<file path="config.mk">
export PLATFORM = sky130hd
export DESIGN_NAME = gcode_motion_step_tracker
export DESIGN_NICKNAME = d
export VERILOG_FILES = /design/src/rtl/core/gmst_pkg.sv /design/src/rtl/core/gmst_in_reg.sv /design/src/rtl/core/gmst_exec.sv /design/src/rtl/core/gmst_out_reg.sv /design/src/rtl/core/gcode_motion_step_tracker.sv
export SDC_FILE = /design/constraint.sdc
export NUM_CORES = 1
export LEC_CHECK = 0
export BUFFER_PORTS_ARGS = -buffer_cell sky130_fd_sc_hd__buf_2
export CAP_MARGIN = 5
export CORE_MARGIN = 8
export CORE_UTILIZATION = 25
export CTS_CLUSTER_DIAMETER = 120
export DETAILED_ROUTE_END_ITERATION = 8
export PLACE_DENSITY = 0.44
export SYNTH_ARGS = -nofsm -noshare
export SYNTH_HDL_FRONTEND = slang
export SYNTH_SLANG_ARGS = --single-unit
</file>
<file path="constraint.sdc">
create_clock -name clk -period 12.7 [get_ports clk]
set_clock_uncertainty 0.15 [all_clocks]
set_input_delay 3.175 -clock clk [delete_from_list [all_inputs] [get_ports clk]]
set_output_delay 3.175 -clock clk [all_outputs]
set_load 0.05 [all_outputs]
</file>
<file path="src/rtl/core/gmst_pkg.sv">
// Shared types, codes and arithmetic helpers for the G-code motion step tracker.
// No dependencies; every other file in rtl/core refers to this package by scoped names.
package gmst_pkg;

  localparam int unsigned PosW  = 32;
  localparam int unsigned FeedW = 32;
  localparam int unsigned ExtrW = 31;
  localparam int unsigned FuncW = 2;
  localparam int unsigned CfgIdxW = 2;

  // Command codes carried in the func field.
  localparam logic [FuncW-1:0] FUNC_RAPID  = 2'd0;
  localparam logic [FuncW-1:0] FUNC_LINEAR = 2'd1;
  localparam logic [FuncW-1:0] FUNC_HOME   = 2'd2;

  // Configuration register indexes.
  localparam logic [CfgIdxW-1:0] CFG_ABS_POSITIONING = 2'd0;
  localparam logic [CfgIdxW-1:0] CFG_ABS_EXTRUSION   = 2'd1;

  typedef struct packed {
    logic [FuncW-1:0]       func;
    logic                   has_x;
    logic                   has_y;
    logic                   has_z;
    logic                   has_e;
    logic                   has_f;
    logic signed [PosW-1:0] x_word;
    logic signed [PosW-1:0] y_word;
    logic signed [PosW-1:0] z_word;
    logic signed [PosW-1:0] e_word;
    logic [FeedW-1:0]       f_word;
  } cmd_t;

  typedef struct packed {
    logic signed [PosW-1:0] start_x;
    logic signed [PosW-1:0] start_y;
    logic signed [PosW-1:0] start_z;
    logic signed [PosW-1:0] end_x;
    logic signed [PosW-1:0] end_y;
    logic signed [PosW-1:0] end_z;
    logic [ExtrW-1:0]       extrusion_amount;
    logic [FeedW-1:0]       speed;
    logic                   extruding;
    logic                   step_kind;
  } seg_t;

  typedef struct packed {
    logic abs_positioning;
    logic abs_extrusion;
  } mode_t;

  // Signed add that clamps to the 32-bit range.
  function automatic logic signed [PosW-1:0] sat_add(input logic signed [PosW-1:0] a,
                                                     input logic signed [PosW-1:0] b);
    logic signed [PosW:0] s;
    logic signed [PosW-1:0] r;
    s = {a[PosW-1], a} + {b[PosW-1], b};
    if (s[PosW] != s[PosW-1]) begin
      r = s[PosW] ? {1'b1, {(PosW-1){1'b0}}} : {1'b0, {(PosW-1){1'b1}}};
    end else begin
      r = s[PosW-1:0];
    end
    return r;
  endfunction

  // New coordinate for one axis word under the given mode.
  function automatic logic signed [PosW-1:0] new_coord(input logic has,
                                                       input logic signed [PosW-1:0] cur,
                                                       input logic signed [PosW-1:0] word,
                                                       input logic absolute);
    logic signed [PosW-1:0] r;
    if (!has) begin
      r = cur;
    end else if (absolute) begin
      r = word;
    end else begin
      r = sat_add(cur, word);
    end
    return r;
  endfunction

endpackage

</file>
<file path="src/rtl/core/gmst_in_reg.sv">
// Input register stage: captures one command per transfer and holds it for the execute stage.
// Depends on gmst_pkg for the command type.
module gmst_in_reg (
  input  logic              clk,
  input  logic              rst,
  input  logic              in_valid,
  output logic              in_ready,
  input  gmst_pkg::cmd_t    cmd_in,
  output logic              cmd_valid,
  output gmst_pkg::cmd_t    cmd,
  input  logic              take
);

  logic           valid;
  gmst_pkg::cmd_t cmd_r;

  // The stage refills in the same cycle that the execute stage consumes it.
  assign in_ready  = !valid || take;
  assign cmd_valid = valid;
  assign cmd       = cmd_r;

  always_ff @(posedge clk) begin
    if (rst) begin
      valid <= 1'b0;
    end else if (in_ready) begin
      valid <= in_valid;
    end
  end

  always_ff @(posedge clk) begin
    if (in_valid && in_ready) begin
      cmd_r <= cmd_in;
    end
  end

endmodule

</file>
<file path="src/rtl/core/gmst_exec.sv">
// Execute stage: holds the tracked positions and forms one segment per command.
// Depends on gmst_pkg for types, command codes and saturating arithmetic.
module gmst_exec (
  input  logic             clk,
  input  logic             rst,
  input  logic             fire,
  input  gmst_pkg::cmd_t   cmd,
  input  gmst_pkg::mode_t  mode,
  output gmst_pkg::seg_t   seg
);

  logic signed [gmst_pkg::PosW-1:0] position_x, position_y, position_z;
  logic signed [gmst_pkg::PosW-1:0] extruder_position, previous_extruder;
  logic signed [gmst_pkg::PosW-1:0] position_x_next, position_y_next, position_z_next;
  logic signed [gmst_pkg::PosW-1:0] extruder_position_next, previous_extruder_next;

  logic                             is_home;
  logic                             is_linear;
  logic                             home_all;
  logic signed [gmst_pkg::PosW-1:0] move_e;
  logic signed [gmst_pkg::PosW:0]   e_diff;
  logic                             e_advance;

  assign is_home   = (cmd.func == gmst_pkg::FUNC_HOME);
  assign is_linear = (cmd.func == gmst_pkg::FUNC_LINEAR);
  assign home_all  = !cmd.has_x && !cmd.has_y && !cmd.has_z;

  assign move_e = gmst_pkg::new_coord(cmd.has_e, extruder_position, cmd.e_word,
                                      mode.abs_extrusion);
  assign e_diff = {move_e[gmst_pkg::PosW-1], move_e}
                - {previous_extruder[gmst_pkg::PosW-1], previous_extruder};
  assign e_advance = !e_diff[gmst_pkg::PosW] && (e_diff != '0);

  always_comb begin
    if (is_home) begin
      position_x_next        = (home_all || cmd.has_x) ? '0 : position_x;
      position_y_next        = (home_all || cmd.has_y) ? '0 : position_y;
      position_z_next        = (home_all || cmd.has_z) ? '0 : position_z;
      extruder_position_next = extruder_position;
      previous_extruder_next = extruder_position;
    end else begin
      position_x_next = gmst_pkg::new_coord(cmd.has_x, position_x, cmd.x_word,
                                            mode.abs_positioning);
      position_y_next = gmst_pkg::new_coord(cmd.has_y, position_y, cmd.y_word,
                                            mode.abs_positioning);
      position_z_next = gmst_pkg::new_coord(cmd.has_z, position_z, cmd.z_word,
                                            mode.abs_positioning);
      extruder_position_next = move_e;
      previous_extruder_next = move_e;
    end
  end

  always_comb begin
    seg.start_x = position_x;
    seg.start_y = position_y;
    seg.start_z = position_z;
    seg.end_x   = position_x_next;
    seg.end_y   = position_y_next;
    seg.end_z   = position_z_next;
    seg.extrusion_amount = '0;
    seg.extruding        = 1'b0;
    seg.speed            = '0;
    seg.step_kind        = 1'b0;
    if (!is_home) begin
      // An advance of 2^31 or more clamps to the largest 31-bit value.
      if (is_linear && e_advance) begin
        seg.extrusion_amount = e_diff[gmst_pkg::PosW-1] ? {gmst_pkg::ExtrW{1'b1}}
                                                         : e_diff[gmst_pkg::ExtrW-1:0];
        seg.extruding = 1'b1;
      end
      seg.speed     = cmd.has_f ? cmd.f_word : '0;
      seg.step_kind = is_linear;
    end
  end

  always_ff @(posedge clk) begin
    if (rst) begin
      position_x        <= '0;
      position_y        <= '0;
      position_z        <= '0;
      extruder_position <= '0;
      previous_extruder <= '0;
    end else if (fire) begin
      position_x        <= position_x_next;
      position_y        <= position_y_next;
      position_z        <= position_z_next;
      extruder_position <= extruder_position_next;
      previous_extruder <= previous_extruder_next;
    end
  end

endmodule

</file>
<file path="src/rtl/core/gmst_out_reg.sv">
// Result register: holds one finished segment until the downstream side takes it.
// Depends on gmst_pkg for the segment type.
module gmst_out_reg (
  input  logic            clk,
  input  logic            rst,
  input  logic            load,
  input  gmst_pkg::seg_t  seg_in,
  output logic            can_load,
  output logic            out_valid,
  input  logic            out_ready,
  output gmst_pkg::seg_t  seg
);

  logic           valid;
  gmst_pkg::seg_t seg_r;

  // A new segment may enter while the held one leaves in the same cycle.
  assign can_load  = !valid || out_ready;
  assign out_valid = valid;
  assign seg       = seg_r;

  always_ff @(posedge clk) begin
    if (rst) begin
      valid <= 1'b0;
    end else if (can_load) begin
      valid <= load;
    end
  end

  always_ff @(posedge clk) begin
    if (load && can_load) begin
      seg_r <= seg_in;
    end
  end

endmodule

</file>
<file path="src/rtl/core/gcode_motion_step_tracker.sv">
// Tracks X, Y, Z and extruder positions over decoded G0, G1 and G28 commands and emits one
// move segment per command. A command passes an input register, the execute stage and a
// result register. The segment is formed combinationally in the execute stage and is loaded
// into the result register, which presents it, once that register has room. One command is
// taken every cycle as long as the result side keeps up. A stalled result holds the input
// side through the execute stage. Mode registers are written through the configuration
// channel, which is always ready; writes to indexes other than 0 and 1 are ignored.
module gcode_motion_step_tracker (
  input  logic                                  clk,
  input  logic                                  rst,
  input  logic                                  cfg_valid,
  output logic                                  cfg_ready,
  input  logic [gmst_pkg::CfgIdxW-1:0]          cfg_index,
  input  logic                                  cfg_data,
  input  logic                                  in_valid,
  output logic                                  in_ready,
  input  logic [gmst_pkg::FuncW-1:0]            func,
  input  logic                                  has_x,
  input  logic                                  has_y,
  input  logic                                  has_z,
  input  logic                                  has_e,
  input  logic                                  has_f,
  input  logic signed [gmst_pkg::PosW-1:0]      x_word,
  input  logic signed [gmst_pkg::PosW-1:0]      y_word,
  input  logic signed [gmst_pkg::PosW-1:0]      z_word,
  input  logic signed [gmst_pkg::PosW-1:0]      e_word,
  input  logic [gmst_pkg::FeedW-1:0]            f_word,
  output logic                                  out_valid,
  input  logic                                  out_ready,
  output logic signed [gmst_pkg::PosW-1:0]      start_x,
  output logic signed [gmst_pkg::PosW-1:0]      start_y,
  output logic signed [gmst_pkg::PosW-1:0]      start_z,
  output logic signed [gmst_pkg::PosW-1:0]      end_x,
  output logic signed [gmst_pkg::PosW-1:0]      end_y,
  output logic signed [gmst_pkg::PosW-1:0]      end_z,
  output logic [gmst_pkg::ExtrW-1:0]            extrusion_amount,
  output logic [gmst_pkg::FeedW-1:0]            speed,
  output logic                                  extruding,
  output logic                                  step_kind
);

  gmst_pkg::mode_t mode;
  gmst_pkg::cmd_t  cmd_in;
  gmst_pkg::cmd_t  cmd;
  gmst_pkg::seg_t  seg_calc;
  gmst_pkg::seg_t  seg;
  logic            cmd_valid;
  logic            can_load;
  logic            fire;

  assign cfg_ready = 1'b1;

  always_ff @(posedge clk) begin
    if (rst) begin
      mode.abs_positioning <= 1'b1;
      mode.abs_extrusion   <= 1'b1;
    end else if (cfg_valid) begin
      case (cfg_index)
        gmst_pkg::CFG_ABS_POSITIONING: mode.abs_positioning <= cfg_data;
        gmst_pkg::CFG_ABS_EXTRUSION:   mode.abs_extrusion   <= cfg_data;
        default: ;
      endcase
    end
  end

  always_comb begin
    cmd_in.func   = func;
    cmd_in.has_x  = has_x;
    cmd_in.has_y  = has_y;
    cmd_in.has_z  = has_z;
    cmd_in.has_e  = has_e;
    cmd_in.has_f  = has_f;
    cmd_in.x_word = x_word;
    cmd_in.y_word = y_word;
    cmd_in.z_word = z_word;
    cmd_in.e_word = e_word;
    cmd_in.f_word = f_word;
  end

  // A command executes when one is held and the result register has room.
  assign fire = cmd_valid && can_load;

  gmst_in_reg u_in_reg (
    .clk       (clk),
    .rst       (rst),
    .in_valid  (in_valid),
    .in_ready  (in_ready),
    .cmd_in    (cmd_in),
    .cmd_valid (cmd_valid),
    .cmd       (cmd),
    .take      (fire)
  );

  gmst_exec u_exec (
    .clk  (clk),
    .rst  (rst),
    .fire (fire),
    .cmd  (cmd),
    .mode (mode),
    .seg  (seg_calc)
  );

  gmst_out_reg u_out_reg (
    .clk       (clk),
    .rst       (rst),
    .load      (cmd_valid),
    .seg_in    (seg_calc),
    .can_load  (can_load),
    .out_valid (out_valid),
    .out_ready (out_ready),
    .seg       (seg)
  );

  assign start_x          = seg.start_x;
  assign start_y          = seg.start_y;
  assign start_z          = seg.start_z;
  assign end_x            = seg.end_x;
  assign end_y            = seg.end_y;
  assign end_z            = seg.end_z;
  assign extrusion_amount = seg.extrusion_amount;
  assign speed            = seg.speed;
  assign extruding        = seg.extruding;
  assign step_kind        = seg.step_kind;

endmodule

</file>
; ---- Word-level counts from Yosys, hierarchy flattened
; Cells that the tools add are included.
[totals]
regBits = 556
latch_bits = 0
mem_bits_rw = 0
rom_bits = 0
input_bits = 175
out_inout_bits = 260
word_cells = 93
mem_count = 0
[op_classes]
n_addsub = 5
mul = 0
div = 0
magnitude_cmp = 0
eq_ne = 7
n_shift = 0
n_mux = 25
n_bitwise = 3
reduce_logical = 24
[op_table]
columns = op, count
row1 = $mux W32, 23
row2 = $add A32 B32 Y33, 4
row3 = $reduce_bool A33 Y1, 1
row4 = $sub A32 B32 Y33, 1
row5 = $mux W31, 1
row6 = $logic_and A1 B1 Y1, 6
row7 = $logic_not A1 Y1, 6
row8 = $reduce_and A2 Y1, 3
row9 = $logic_or A1 B1 Y1, 5
row10 = $eq A2 B1 Y1 const B, 2
row11 = $ne A1 B1 Y1, 4
row12 = $reduce_or A2 Y1, 2
row13 = $not A1 Y1, 3
row14 = $eq A2 B2 Y1 const B, 1
row15 = $logic_not A2 Y1, 1
row16 = $mux W1, 1

; ---- Depth between registers and ports, before layout
; Gate-level depths: netlist of the first run.
[depth]
depth_word = 11
mapped_depth = 32

; ---- Cells and area by module
; From an unflattened synthesis of the first run, not the netlist that was laid out.
[hier_totals]
cells_unflattened = 2832
area_unflattened_um2 = 29961.2
[modules_own_cells]
columns = mod, n_inst, cells_each, area_per_inst_um2
row1 = gmst_exec, 1, 2386, 17010.1
row2 = gmst_out_reg, 1, 262, 7772.5
row3 = gmst_in_reg, 1, 172, 5069.9
row4 = gcode_motion_step_tracker, 1, 12, 108.9

; ---- Least setup slack after synthesis of the first run
; OpenSTA, ideal clock, no wires.
[synth_path]
kind = input-to-reg
start = input port out_ready
end = register u_exec.position_z[30] in the netlist's numbering
setup_time_ps = 518
arrival_ps = 11394
path_slack_ps = 638
cell_stages = 7
n_path_buf = 3
path_cell_list = nor2b_1 -> nand2b_1 -> buf_2 -> inv_1 -> clkbuf_1 -> clkbuf_1 -> a311oi_1
[synth_between]
elab_chain_len = 2
[synth_rtl]
columns = item, line
row1 = start: declaration, gcode_motion_step_tracker.sv:29  ; input logic out_ready,
row2 = $logic_or A1 B1 Y1, gmst_out_reg.sv:18  ; assign can_load = !valid || out_ready;
row3 = $logic_and A1 B1 Y1, gcode_motion_step_tracker.sv:81  ; assign fire = cmd_valid && can_load;
row4 = net fire, gcode_motion_step_tracker.sv:49  ; logic fire;
row5 = end signal: assignment, gmst_exec.sv:86  ; position_z <= position_z_next;
row6 = end: declaration, gmst_exec.sv:12  ; logic signed [gmst_pkg::PosW-1:0] position_x, position_y, position_z;
; The timed path passes the listed nets, and every way through them passes these cells.
; A chain may end at the register's enable or synchronous reset.

; ---- Worst setup path in the final report of the first run
[layout_path]
start = register u_exec.extruder_position[0] in the netlist's numbering
end = register u_out_reg.seg_r, in the netlist u_out_reg.seg[34], data pin
[layout_between]
elab_chain_len = 11
word_cells_on_any_way = 14
[layout_rtl]
columns = item, line
row1 = start: declaration, gmst_exec.sv:13  ; logic signed [gmst_pkg::PosW-1:0] extruder_position, previous_extruder;
row2 = start signal: assignment, gmst_exec.sv:87  ; extruder_position <= extruder_position_next;
row3 = $add A32 B32 Y33 *, gmst_pkg.sv:57  ; s = {a[PosW-1], a} + {b[PosW-1], b};
row4 = $mux W32 / $ne A1 B1 Y1 (equally long branches), "gmst_pkg.sv:59, gmst_pkg.sv:58"
row5 = $mux W32 *, gmst_pkg.sv:58  ; if (s[PosW] != s[PosW-1]) begin
row6 = $mux W32 *, gmst_pkg.sv:74  ; end else if (absolute) begin
row7 = $mux W32 *, gmst_pkg.sv:72  ; if (!has) begin
row8 = net u_exec.move_e (one bit), gmst_exec.sv:20  ; logic signed [gmst_pkg::PosW-1:0] move_e;
row9 = $sub A32 B32 Y33 *, gmst_exec.sv:31  ; - {previous_extruder[gmst_pkg::PosW-1], previous_extruder};
row10 = $reduce_bool A33 Y1 / $logic_not A1 Y1 (equally long branches), gmst_exec.sv:32  ; assign e_advance = !e_diff[gmst_pkg::PosW] && (e_diff != '0);
row11 = $logic_and A1 B1 Y1, gmst_exec.sv:32
row12 = $logic_and A1 B1 Y1, gmst_exec.sv:66  ; if (is_linear && e_advance) begin
row13 = $not A1 Y1 (no line), n/a
row14 = $reduce_or A2 Y1 (no line), n/a
row15 = end signal: assignment, gmst_out_reg.sv:32  ; seg_r <= seg_in;
row16 = end: declaration, gmst_out_reg.sv:15  ; gmst_pkg::seg_t seg_r;
; The timed path passes the listed nets; every way through them passes the cells marked *.

==> results of run 1 <==
-- power groups by stage --
stage | Sequential (uW) | Combinational (uW) | Clock, uW
after global placement | 2180 | 1070 | 0
after global routing | 2160 | 1160 | 2260
after detailed placement | 2180 | 1060 | 0
after CTS | 2150 | 1070 | 2200
final | 2140 | 1070 | 2120
after floorplan | 2330 | 597 | 0
-- worst reg2reg max path, delay by kind of cell, from the launching register on --
kind,cells,cell delay (ps)
AND/OR/NAND/NOR,7,1180
adder cells (fa/ha/maj),4,1180
flip-flops,1,370
XOR/XNOR,1,920
buffers and inverters,4,950
AO/OA/AOI/OAI,14,3630
-- synth_stat cells (47+ instances only) --
| cell | instances |
|---|---|
| xor2_1 | 53 |
| and3_1 | 48 |
| nor2_1 | 231 |
| inv_1 | 101 |
| nor3_1 | 61 |
| ha_1 | 161 |
| o21ai_0 | 193 |
| clkbuf_1 | 113 |
| a21oi_1 | 265 |
| xnor2_1 | 72 |
| edfxtp_1 | 424 |
| nand2b_1 | 54 |
| nand3_1 | 57 |
| dfxtp_1 | 132 |
| a31oi_1 | 47 |
| nand2_1 | 248 |
| a21o_1 | 77 |
-- per-stage QoR --
stage,worst slack (ps),utilization
floorplan,638,-
global placement,4150,0.283
detailed placement,4060,0.283
CTS,4040,0.303
global route,3160,0.303
finish,4030,0.303
-- flip-flops by register name, summed over array words and instances (netlist names), 2 cells and up --
register	cells
mode	2
u_exec.position_x	32
u_exec.position_z	32
u_exec.position_y	32
u_in_reg.cmd	167
u_out_reg.seg	257
u_exec.extruder_position	32
-- cell type report --
type                       count  area (um2)
sequential                   556       15400
clock buffer                  93        1980
multi-input combinational   2193       14600
tap                         1637        2050
antenna                        3        7.51
clock inverter                43         468
inverter                     102         390
fill                       12900       86000
timing repair buffer         473        2470
-- worst paths after layout --
kind,end,slack (ps),depth (start not counted),from
worst max-delay path,u_out_reg.seg[34],4030,30,u_exec.extruder_position[0]
worst min-delay path,u_exec.extruder_position[6],330,2,u_exec.extruder_position[6]
worst max register to register,u_out_reg.seg[34],4030,30,u_exec.extruder_position[0]
worst min register to register,u_exec.extruder_position[6],330,2,u_exec.extruder_position[6]
-- kinds of logic (layout without fill, tap and decap cells) --
logic type,count (synthesis),count (layout),share of synthesized area
compound gates,1027,1027,0.228
simple gates,860,860,0.133
flops,556,556,0.497
buf+inv,252,711,0.0328
fa+ha+maj,166,166,0.0684
xor+xnor,125,125,0.0354
mux,14,14,0.00481
other cells,1,4,0.000121
-- layer usage --
| metal | global-route usage | vias up | wire length (um) |
|---|---|---|---|
| met5 | 0 | - | 0 |
| met4 | 0.0514 | 0 | 3210 |
| met3 | 0.0348 | 144 | 7430 |
| met2 | 0.241 | 801 | 49000 |
| met1 | 0.239 | 12600 | 57200 |
| li1 | - | 12300 | - |
==> report_table.html, run 1 <==
<table>
<tr><th>Metric</th><th>Value</th></tr>
<tr><th colspan="2">Clock tree</th></tr>
<tr><td>CTS tree</td><td>yes</td></tr>
<tr><td>Maximum buffer depth of the clock tree</td><td>3</td></tr>
<tr><td>Level count of the clock H-tree</td><td>3</td></tr>
<tr><td>Clock Pin Slew Worst Setup and Hold Paths</td><td>60 ps</td></tr>
<tr><td>Clock network latency to the later pin of the worst-skew pair</td><td>670 ps</td></tr>
<tr><td>Post-cts hold buffer count</td><td>0</td></tr>
<tr><td>CTS resizes</td><td>0</td></tr>
<tr><td>Clock Root Buffer</td><td>clkbuf_16</td></tr>
<tr><td>Total clock sinks</td><td>556</td></tr>
<tr><td>Post-CTS setup buffer count</td><td>0</td></tr>
<tr><td>TritonCTS buffer count</td><td>73</td></tr>
<tr><th colspan="2">Setup path</th></tr>
<tr><td>Required time at the worst-slack endpoint</td><td>12890 ps</td></tr>
<tr><td>Class of the most critical setup path</td><td>register to register</td></tr>
<tr><td>Setup crit start kind</td><td>register</td></tr>
<tr><td>Category of cells accounting for the largest share of critical-path delay</td><td>compound AO/OA/AOI/OAI gates</td></tr>
<tr><td>Worst EP arrival</td><td>8860 ps</td></tr>
<tr><td>Endpoint class of the critical path</td><td>register</td></tr>
<tr><td>Slowest cell on the critical path</td><td>xnor2_2</td></tr>
<tr><td>Max incr delay on CP</td><td>920 ps</td></tr>
<tr><td>Cell type with the highest occurrence count on the critical path</td><td>o21ai_0</td></tr>
<tr><td>Largest fanout on the critical path</td><td>33</td></tr>
<tr><td>Number of buffer and inverter stages on the critical path</td><td>4</td></tr>
<tr><th colspan="2">Placement</th></tr>
<tr><td>Placed inst area</td><td>34900 um2</td></tr>
<tr><td>Weighted congestion at the end of routability-driven global placement</td><td>0.880</td></tr>
<tr><td>Number of buffers added on ports</td><td>433</td></tr>
<tr><td>DPL Wire Length</td><td>86000 um</td></tr>
<tr><td>Number of placed instances with taps included</td><td>4961</td></tr>
<tr><th colspan="2">Floorplanning</th></tr>
<tr><td>Core Footprint</td><td>123000 um2</td></tr>
<tr><td>Die ar.</td><td>135000 um2</td></tr>
<tr><td>Row count</td><td>129</td></tr>
<tr><td>Boundary Pins</td><td>435</td></tr>
<tr><td>Die width</td><td>368 um</td></tr>
<tr><td>Initial cell density of the core</td><td>0.251</td></tr>
<tr><td>Die outline height</td><td>368 um</td></tr>
<tr><th colspan="2">Global route</th></tr>
<tr><td>Global-route wire length before repair</td><td>171000 um</td></tr>
<tr><td>Total grt overflow</td><td>0</td></tr>
<tr><td>Initial antenna violation count</td><td>17</td></tr>
<tr><td>Vias in the first global route</td><td>25400</td></tr>
<tr><td>Overall Global Routing Usage</td><td>0.164</td></tr>
<tr><td>Largest net degree at the start of global routing</td><td>89</td></tr>
<tr><th colspan="2">Detailed routing</th></tr>
<tr><td>Average detailed-routed wire length per instance</td><td>22.9 um</td></tr>
<tr><td>Antenna-violating nets left</td><td>0</td></tr>
<tr><td>Post-detailed-route DRC marker count</td><td>0</td></tr>
<tr><td>Drt via density</td><td>5.05</td></tr>
<tr><td>Final wirelength</td><td>117000 um</td></tr>
<tr><td>Number of vias after detailed routing</td><td>25800</td></tr>
<tr><td>Number of design-rule violations left by the first detailed-router iteration</td><td>2064</td></tr>
<tr><td>Drt first pass iters</td><td>7</td></tr>
<tr><th colspan="2">Timing</th></tr>
<tr><td>Maximum operating frequency</td><td>0.115 GHz</td></tr>
<tr><td>Setup repair after global routing missed its margin</td><td>no</td></tr>
<tr><td>Total count of hold-check failures in the final report</td><td>0</td></tr>
<tr><td>Worst hold slack</td><td>334 ps</td></tr>
<tr><td>Final worst path period share</td><td>0.683</td></tr>
<tr><td>Relative slew margins</td><td>0.209</td></tr>
<tr><td>Finish-stage setup viols</td><td>0</td></tr>
<tr><td>Final slew viol count</td><td>0</td></tr>
<tr><td>Accumulated negative setup slack</td><td>0 ps</td></tr>
<tr><td>Min Tclk post-route</td><td>8670 ps</td></tr>
<tr><td>Measured slew at the worst slew-check pin</td><td>1160 ps</td></tr>
<tr><th colspan="2">Pwr</th></tr>
<tr><td>Switching Share</td><td>0.319</td></tr>
<tr><td>P_sw</td><td>1700 uW</td></tr>
<tr><td>Areal power density over the cells</td><td>143 nW/um2</td></tr>
<tr><td>Static Leakage</td><td>0.0147 uW</td></tr>
<tr><td>Combinational power share</td><td>0.200</td></tr>
<tr><td>Sequential share of power</td><td>0.402</td></tr>
<tr><td>Total power after layout</td><td>5330 uW</td></tr>
<tr><td>Clk network pwr share</td><td>0.398</td></tr>
<tr><td>Pint</td><td>3630 uW</td></tr>
<tr><td>Peak supply drop</td><td>95.3 uV</td></tr>
<tr><th colspan="2">Synthesis</th></tr>
<tr><td>Biggest area contributors in the synthesized netlist</td><td>edfxtp_1 (41%), dfxtp_1 (8.5%), ha_1 (6.5%)</td></tr>
<tr><td>Flip-flop cell with the highest count after synthesis</td><td>edfxtp_1</td></tr>
<tr><td>Net Count, Synth</td><td>3342</td></tr>
<tr><td>Synth Warn #</td><td>0</td></tr>
<tr><td>Area share of the largest cell type after synthesis</td><td>0.412</td></tr>
<tr><td>Synth cell types</td><td>105</td></tr>
<tr><td>Async SR Flop Fraction</td><td>0</td></tr>
<tr><td>Largest area contributor in the synthesized netlist</td><td>edfxtp_1</td></tr>
<tr><td>Cell area after synthesis</td><td>30900 um2</td></tr>
<tr><td>Number of register bits inferred by synthesis</td><td>556</td></tr>
<tr><td>Avg Synthesized Cell Area</td><td>10.3 um2</td></tr>
<tr><td>Post-synth EDFFs</td><td>424</td></tr>
<tr><td>Proportion of synthesized chip area in sequential cells</td><td>0.497</td></tr>
<tr><td>Number of instances in the synthesized netlist</td><td>3001</td></tr>
<tr><th colspan="2">Cells and area</th></tr>
<tr><td>Most common cell after layout, fill and taps aside</td><td>buf_2</td></tr>
<tr><td>Count of non-filler cells in the finished layout</td><td>5100</td></tr>
<tr><td>Most frequent cells in the layout</td><td>buf_2 (433), edfxtp_1 (424), a21oi_1 (264)</td></tr>
<tr><td>Design Area, Final</td><td>37300 um2</td></tr>
<tr><td>Layout cells sized above 1</td><td>0.194</td></tr>
<tr><td>Synth-to-Final Area Change</td><td>20.7%</td></tr>
<tr><td>Nets</td><td>3740</td></tr>
<tr><th colspan="2">Worst hold path</th></tr>
<tr><td>Path class of the lowest-slack min-delay path</td><td>register to register</td></tr>
<tr><th colspan="2">Job</th></tr>
<tr><td>Max capacitance violation total</td><td>0</td></tr>
<tr><th colspan="2">Outcome</th></tr>
<tr><td>Run status</td><td>finished clean</td></tr>
</table>
Note: power is estimated with default switching activity, not from simulation.
==> run 2, diff against run 1 <==
Settings changed: ABC_AREA set to 1, PLACE_DENSITY 0.44 to 0.43.
Clock period 12.7 ns to 7.3 ns, I/O delays scaled along.
==> run 2 against run 1 <==
Effect of this change: sequential share of layout area fell by 2.6 points; final area rose by 6.9%; fmax increased by 32%; first-iteration DRC count down 17%; setup slack worse by 3300 ps.
==> report_table.html, run 2 <==
<table>
<tr><th>Metric</th><th>Value</th></tr>
<tr><th colspan="2">Synthesis</th></tr>
<tr><td>Post-synthesis adder-cell area fraction</td><td>0.0631 (-0.00526)</td></tr>
<tr><td>Most numerous cell in the Yosys netlist</td><td>nand2_1</td></tr>
<tr><td>Area share of the largest cell type after synthesis</td><td>0.380 (-0.0317)</td></tr>
<tr><td>Simple logic cell fraction of the synthesized area</td><td>0.271 (+0.138)</td></tr>
<tr><td>Portion of netlist area occupied by mux cells</td><td>0 (-0.00481)</td></tr>
<tr><td>Post-synthesis compound-gate area fraction</td><td>0.101 (-0.128)</td></tr>
<tr><td>Async SR Flop Fraction</td><td>0 (unchanged)</td></tr>
<tr><td>Post-synth EDFFs</td><td>424 (unchanged)</td></tr>
<tr><td>Share of the synthesized netlist area taken by xor and xnor gates</td><td>0.0209 (-0.0145)</td></tr>
<tr><td>Synth Warn #</td><td>0 (unchanged)</td></tr>
<tr><td>Number of instances in the synthesized netlist</td><td>4324 (+44%)</td></tr>
<tr><td>Biggest area contributors in the synthesized netlist</td><td>edfxtp_1 (38%), nand2_1 (13%), dfxtp_1 (7.9%)</td></tr>
<tr><td>Proportion of synthesized chip area in sequential cells</td><td>0.459 (-0.0382)</td></tr>
<tr><td>Avg Synthesized Cell Area</td><td>7.75 um2 (-25%)</td></tr>
<tr><td>Largest area contributor in the synthesized netlist</td><td>edfxtp_1</td></tr>
<tr><td>Number of register bits inferred by synthesis</td><td>556 (unchanged)</td></tr>
<tr><td>Net Count, Synth</td><td>4665 (+40%)</td></tr>
<tr><td>Most instantiated cells after synthesis</td><td>nand2_1 (1155), inv_1 (589), nand3_1 (474), edfxtp_1 (424), a21oi_1 (411)</td></tr>
<tr><td>Flip-flop cell with the highest count after synthesis</td><td>edfxtp_1</td></tr>
<tr><td>Synth cell types</td><td>47 (-55%)</td></tr>
<tr><td>Cell area after synthesis</td><td>33500 um2 (+8.3%)</td></tr>
<tr><td>Dominant combinational cell family by area after synthesis</td><td>simple AND/OR/NAND/NOR gates</td></tr>
<tr><th colspan="2">Clock tree</th></tr>
<tr><td>Clock Pin Slew Worst Setup and Hold Paths</td><td>60 ps (about the same)</td></tr>
<tr><td>Post-cts hold buffer count</td><td>0 (unchanged)</td></tr>
<tr><td>Clock Root Buffer</td><td>clkbuf_16</td></tr>
<tr><td>Level count of the clock H-tree</td><td>3 (unchanged)</td></tr>
<tr><td>CTS tree</td><td>yes</td></tr>
<tr><td>Maximum buffer depth of the clock tree</td><td>3 (unchanged)</td></tr>
<tr><td>TritonCTS buffer count</td><td>72 (-1.4%)</td></tr>
<tr><td>Total clock sinks</td><td>556 (unchanged)</td></tr>
<tr><td>Post-CTS setup buffer count</td><td>0 (unchanged)</td></tr>
<tr><td>Clock network latency to the later pin of the worst-skew pair</td><td>680 ps (about the same)</td></tr>
<tr><th colspan="2">Placement</th></tr>
<tr><td>DPL Wire Length</td><td>90300 um (+5.0%)</td></tr>
<tr><td>Number of buffers added on ports</td><td>433 (unchanged)</td></tr>
<tr><td>Placement Setup Slack</td><td>645 ps (-3410 ps)</td></tr>
<tr><td>Weighted congestion at the end of routability-driven global placement</td><td>0.883 (+0.40%)</td></tr>
<tr><td>Number of placed instances with taps included</td><td>6414 (+29%)</td></tr>
<tr><th colspan="2">Setup path</th></tr>
<tr><td>Max incr delay on CP</td><td>370 ps (-550 ps)</td></tr>
<tr><td>Cell type with the highest occurrence count on the critical path</td><td>nand2_1</td></tr>
<tr><td>Setup crit start kind</td><td>register</td></tr>
<tr><td>Class of the most critical setup path</td><td>register to register</td></tr>
<tr><td>Cell count of the worst reg-to-reg path</td><td>37 (+23%)</td></tr>
<tr><td>Worst EP arrival</td><td>6820 ps (-2040 ps)</td></tr>
<tr><td>Largest fanout on the critical path</td><td>32 (-3.0%)</td></tr>
<tr><td>Slowest cell on the critical path</td><td>dfxtp_1</td></tr>
<tr><td>Required time at the worst-slack endpoint</td><td>7550 ps (-5340 ps)</td></tr>
<tr><td>Endpoint class of the critical path</td><td>register</td></tr>
<tr><th colspan="2">Timing</th></tr>
<tr><td>Measured slew at the worst slew-check pin</td><td>1190 ps (+28.9 ps)</td></tr>
<tr><td>Maximum operating frequency</td><td>0.152 GHz (+32%)</td></tr>
<tr><td>Final slew viol count</td><td>0 (unchanged)</td></tr>
<tr><td>Setup repair after global routing missed its margin</td><td>no</td></tr>
<tr><td>Worst hold slack</td><td>343 ps (+9.74 ps)</td></tr>
<tr><td>Min Tclk post-route</td><td>6570 ps (-2100 ps)</td></tr>
<tr><td>Final worst-path setup slack</td><td>730 ps (-3300 ps)</td></tr>
<tr><td>Relative slew margins</td><td>0.208 (about the same)</td></tr>
<tr><td>Finish-stage setup viols</td><td>0 (unchanged)</td></tr>
<tr><td>Final worst path period share</td><td>0.900 (+0.217)</td></tr>
<tr><td>Accumulated negative setup slack</td><td>0 ps (unchanged)</td></tr>
<tr><td>Total count of hold-check failures in the final report</td><td>0 (unchanged)</td></tr>
<tr><th colspan="2">Cells and area</th></tr>
<tr><td>Most common cell after layout, fill and taps aside</td><td>nand2_1</td></tr>
<tr><td>Largest register FFs</td><td>257 (unchanged)</td></tr>
<tr><td>Most frequent cells in the layout</td><td>nand2_1 (1153), inv_1 (584), nand3_1 (474)</td></tr>
<tr><td>Synth-to-Final Area Change</td><td>19.1%</td></tr>
<tr><td>Count of non-filler cells in the finished layout</td><td>6552 (+28%)</td></tr>
<tr><td>Nets</td><td>5061 (+35%)</td></tr>
<tr><td>Layout cells sized above 1</td><td>0.140 (-0.0535)</td></tr>
<tr><th colspan="2">Pwr</th></tr>
<tr><td>Pint</td><td>6420 uW (+77%)</td></tr>
<tr><td>Combinational power share</td><td>0.246 (+0.046)</td></tr>
<tr><td>Sequential share of power</td><td>0.388 (-0.014)</td></tr>
<tr><td>Switching Share</td><td>0.342 (+0.0230)</td></tr>
<tr><td>Static Leakage</td><td>0.0185 uW (+26%)</td></tr>
<tr><td>P_sw</td><td>3340 uW (+96%)</td></tr>
<tr><td>Areal power density over the cells</td><td>245 nW/um2 (+71%)</td></tr>
<tr><td>Clk network pwr share</td><td>0.367 (-0.031)</td></tr>
<tr><td>Peak supply drop</td><td>167 uV (+75%)</td></tr>
<tr><th colspan="2">Global route</th></tr>
<tr><td>Total grt overflow</td><td>0 (unchanged)</td></tr>
<tr><td>Global-route wire length before repair</td><td>181000 um (+5.7%)</td></tr>
<tr><td>Vias in the first global route</td><td>29400 (+15%)</td></tr>
<tr><td>Largest net degree at the start of global routing</td><td>130 (+46%)</td></tr>
<tr><td>Initial antenna violation count</td><td>21 (+4)</td></tr>
<tr><td>Overall Global Routing Usage</td><td>0.159 (-0.00539)</td></tr>
<tr><th colspan="2">Floorplanning</th></tr>
<tr><td>Row count</td><td>134 (+3.9%)</td></tr>
<tr><td>Core Footprint</td><td>133000 um2 (+8.1%)</td></tr>
<tr><td>Die width</td><td>382 um (+3.9%)</td></tr>
<tr><td>Initial cell density of the core</td><td>0.251 (+0.000564)</td></tr>
<tr><td>Boundary Pins</td><td>435 (unchanged)</td></tr>
<tr><td>Die outline height</td><td>382 um (+3.9%)</td></tr>
<tr><td>Die ar.</td><td>146000 um2 (+8.0%)</td></tr>
<tr><th colspan="2">Detailed routing</th></tr>
<tr><td>Antenna-violating nets left</td><td>0 (unchanged)</td></tr>
<tr><td>Average detailed-routed wire length per instance</td><td>18.3 um (-20%)</td></tr>
<tr><td>Drt first pass iters</td><td>6 (-1)</td></tr>
<tr><td>Number of design-rule violations left by the first detailed-router iteration</td><td>1703 (-17%)</td></tr>
<tr><td>Drt via density</td><td>4.51 (-11%)</td></tr>
<tr><td>Final wirelength</td><td>120000 um (+2.9%)</td></tr>
<tr><td>Number of vias after detailed routing</td><td>29600 (+15%)</td></tr>
<tr><td>Post-detailed-route DRC marker count</td><td>0 (unchanged)</td></tr>
<tr><th colspan="2">Outcome</th></tr>
<tr><td>Run status</td><td>finished clean</td></tr>
<tr><th colspan="2">Worst hold path</th></tr>
<tr><td>Hold path depth</td><td>0 (-2)</td></tr>
<tr><td>Path class of the lowest-slack min-delay path</td><td>register to register</td></tr>
<tr><th colspan="2">Job</th></tr>
<tr><td>Max capacitance violation total</td><td>0 (unchanged)</td></tr>
</table>
## run 2: final cells by class
cell class	instances	area [um2]
fillers	14500	93400
inverters	597	2260
flip-flops and latches	556	15400
clock inverters	44	450
diodes	6	15.0
repair buffers	456	2380
well taps	1768	2210
multi-input cells	3037	15300
clock buffers	88	1900
## run 2: worst paths after layout
check / from / endpoint / slack, ps
worst max-delay path: u_exec.extruder_position[0] / u_out_reg.seg[34] / 730
worst min-delay path: u_exec.position_y[31] / u_out_reg.seg[224] / 340
worst max register to register: u_exec.extruder_position[0] / u_out_reg.seg[34] / 730
worst min register to register: u_exec.position_y[31] / u_out_reg.seg[224] / 340
## run 2: timing repair
action / 4_1_cts / 5_1_grt
endpoints found under the hold margin: 0 / 0
setup endpoints to repair: 0 / 32
gates resized for setup: 0 / 1
## run 2: worst max-delay path, delay by kind of cell (launching register included)
kind | cells | cell delay (ps)
AO/OA/AOI/OAI | 3 | 590
XOR/XNOR | 1 | 200
adder cells (fa/ha/maj) | 5 | 1400
buffers and inverters | 6 | 1110
flip-flops | 1 | 370
AND/OR/NAND/NOR | 22 | 2460
## run 2: stage by stage
stage | total power, uW | area [um2] | utilization
finish | 9770 | 39900 | 0.299
global route | 10300 | 39900 | 0.299
CTS | 9960 | 39900 | 0.299
detailed placement | 6270 | 37500 | 0.281
global placement | 6290 | 37500 | 0.281
floorplan | 5560 | 33500 | -
## run 2: layer usage
layer | part of all wire | GRT usage
met5 | 0.00030 | 0
met4 | 0.023 | 0.0394
met1 | 0.45 | 0.205
met3 | 0.063 | 0.0420
met2 | 0.46 | 0.264
## run 2: power groups by stage
stage | clock, uW | combinational [uW] | sequential (uW)
4_1_cts | 3740 | 2430 | 3790
3_5_place_dp | 0 | 2420 | 3850
3_3_place_gp | 0 | 2430 | 3850
5_1_grt | 3830 | 2690 | 3810
2_1_floorplan | 0 | 1450 | 4110
6_report | 3580 | 2400 | 3790
## run 2: cells by family after synthesis
logic type | Yosys count
buffers and inverters | 731
and+or+nand+nor | 2155
adders and majority gates | 166
AOI/OAI and AO/OA | 635
xor gates and xnor gates | 80
other | 1
DFF | 556
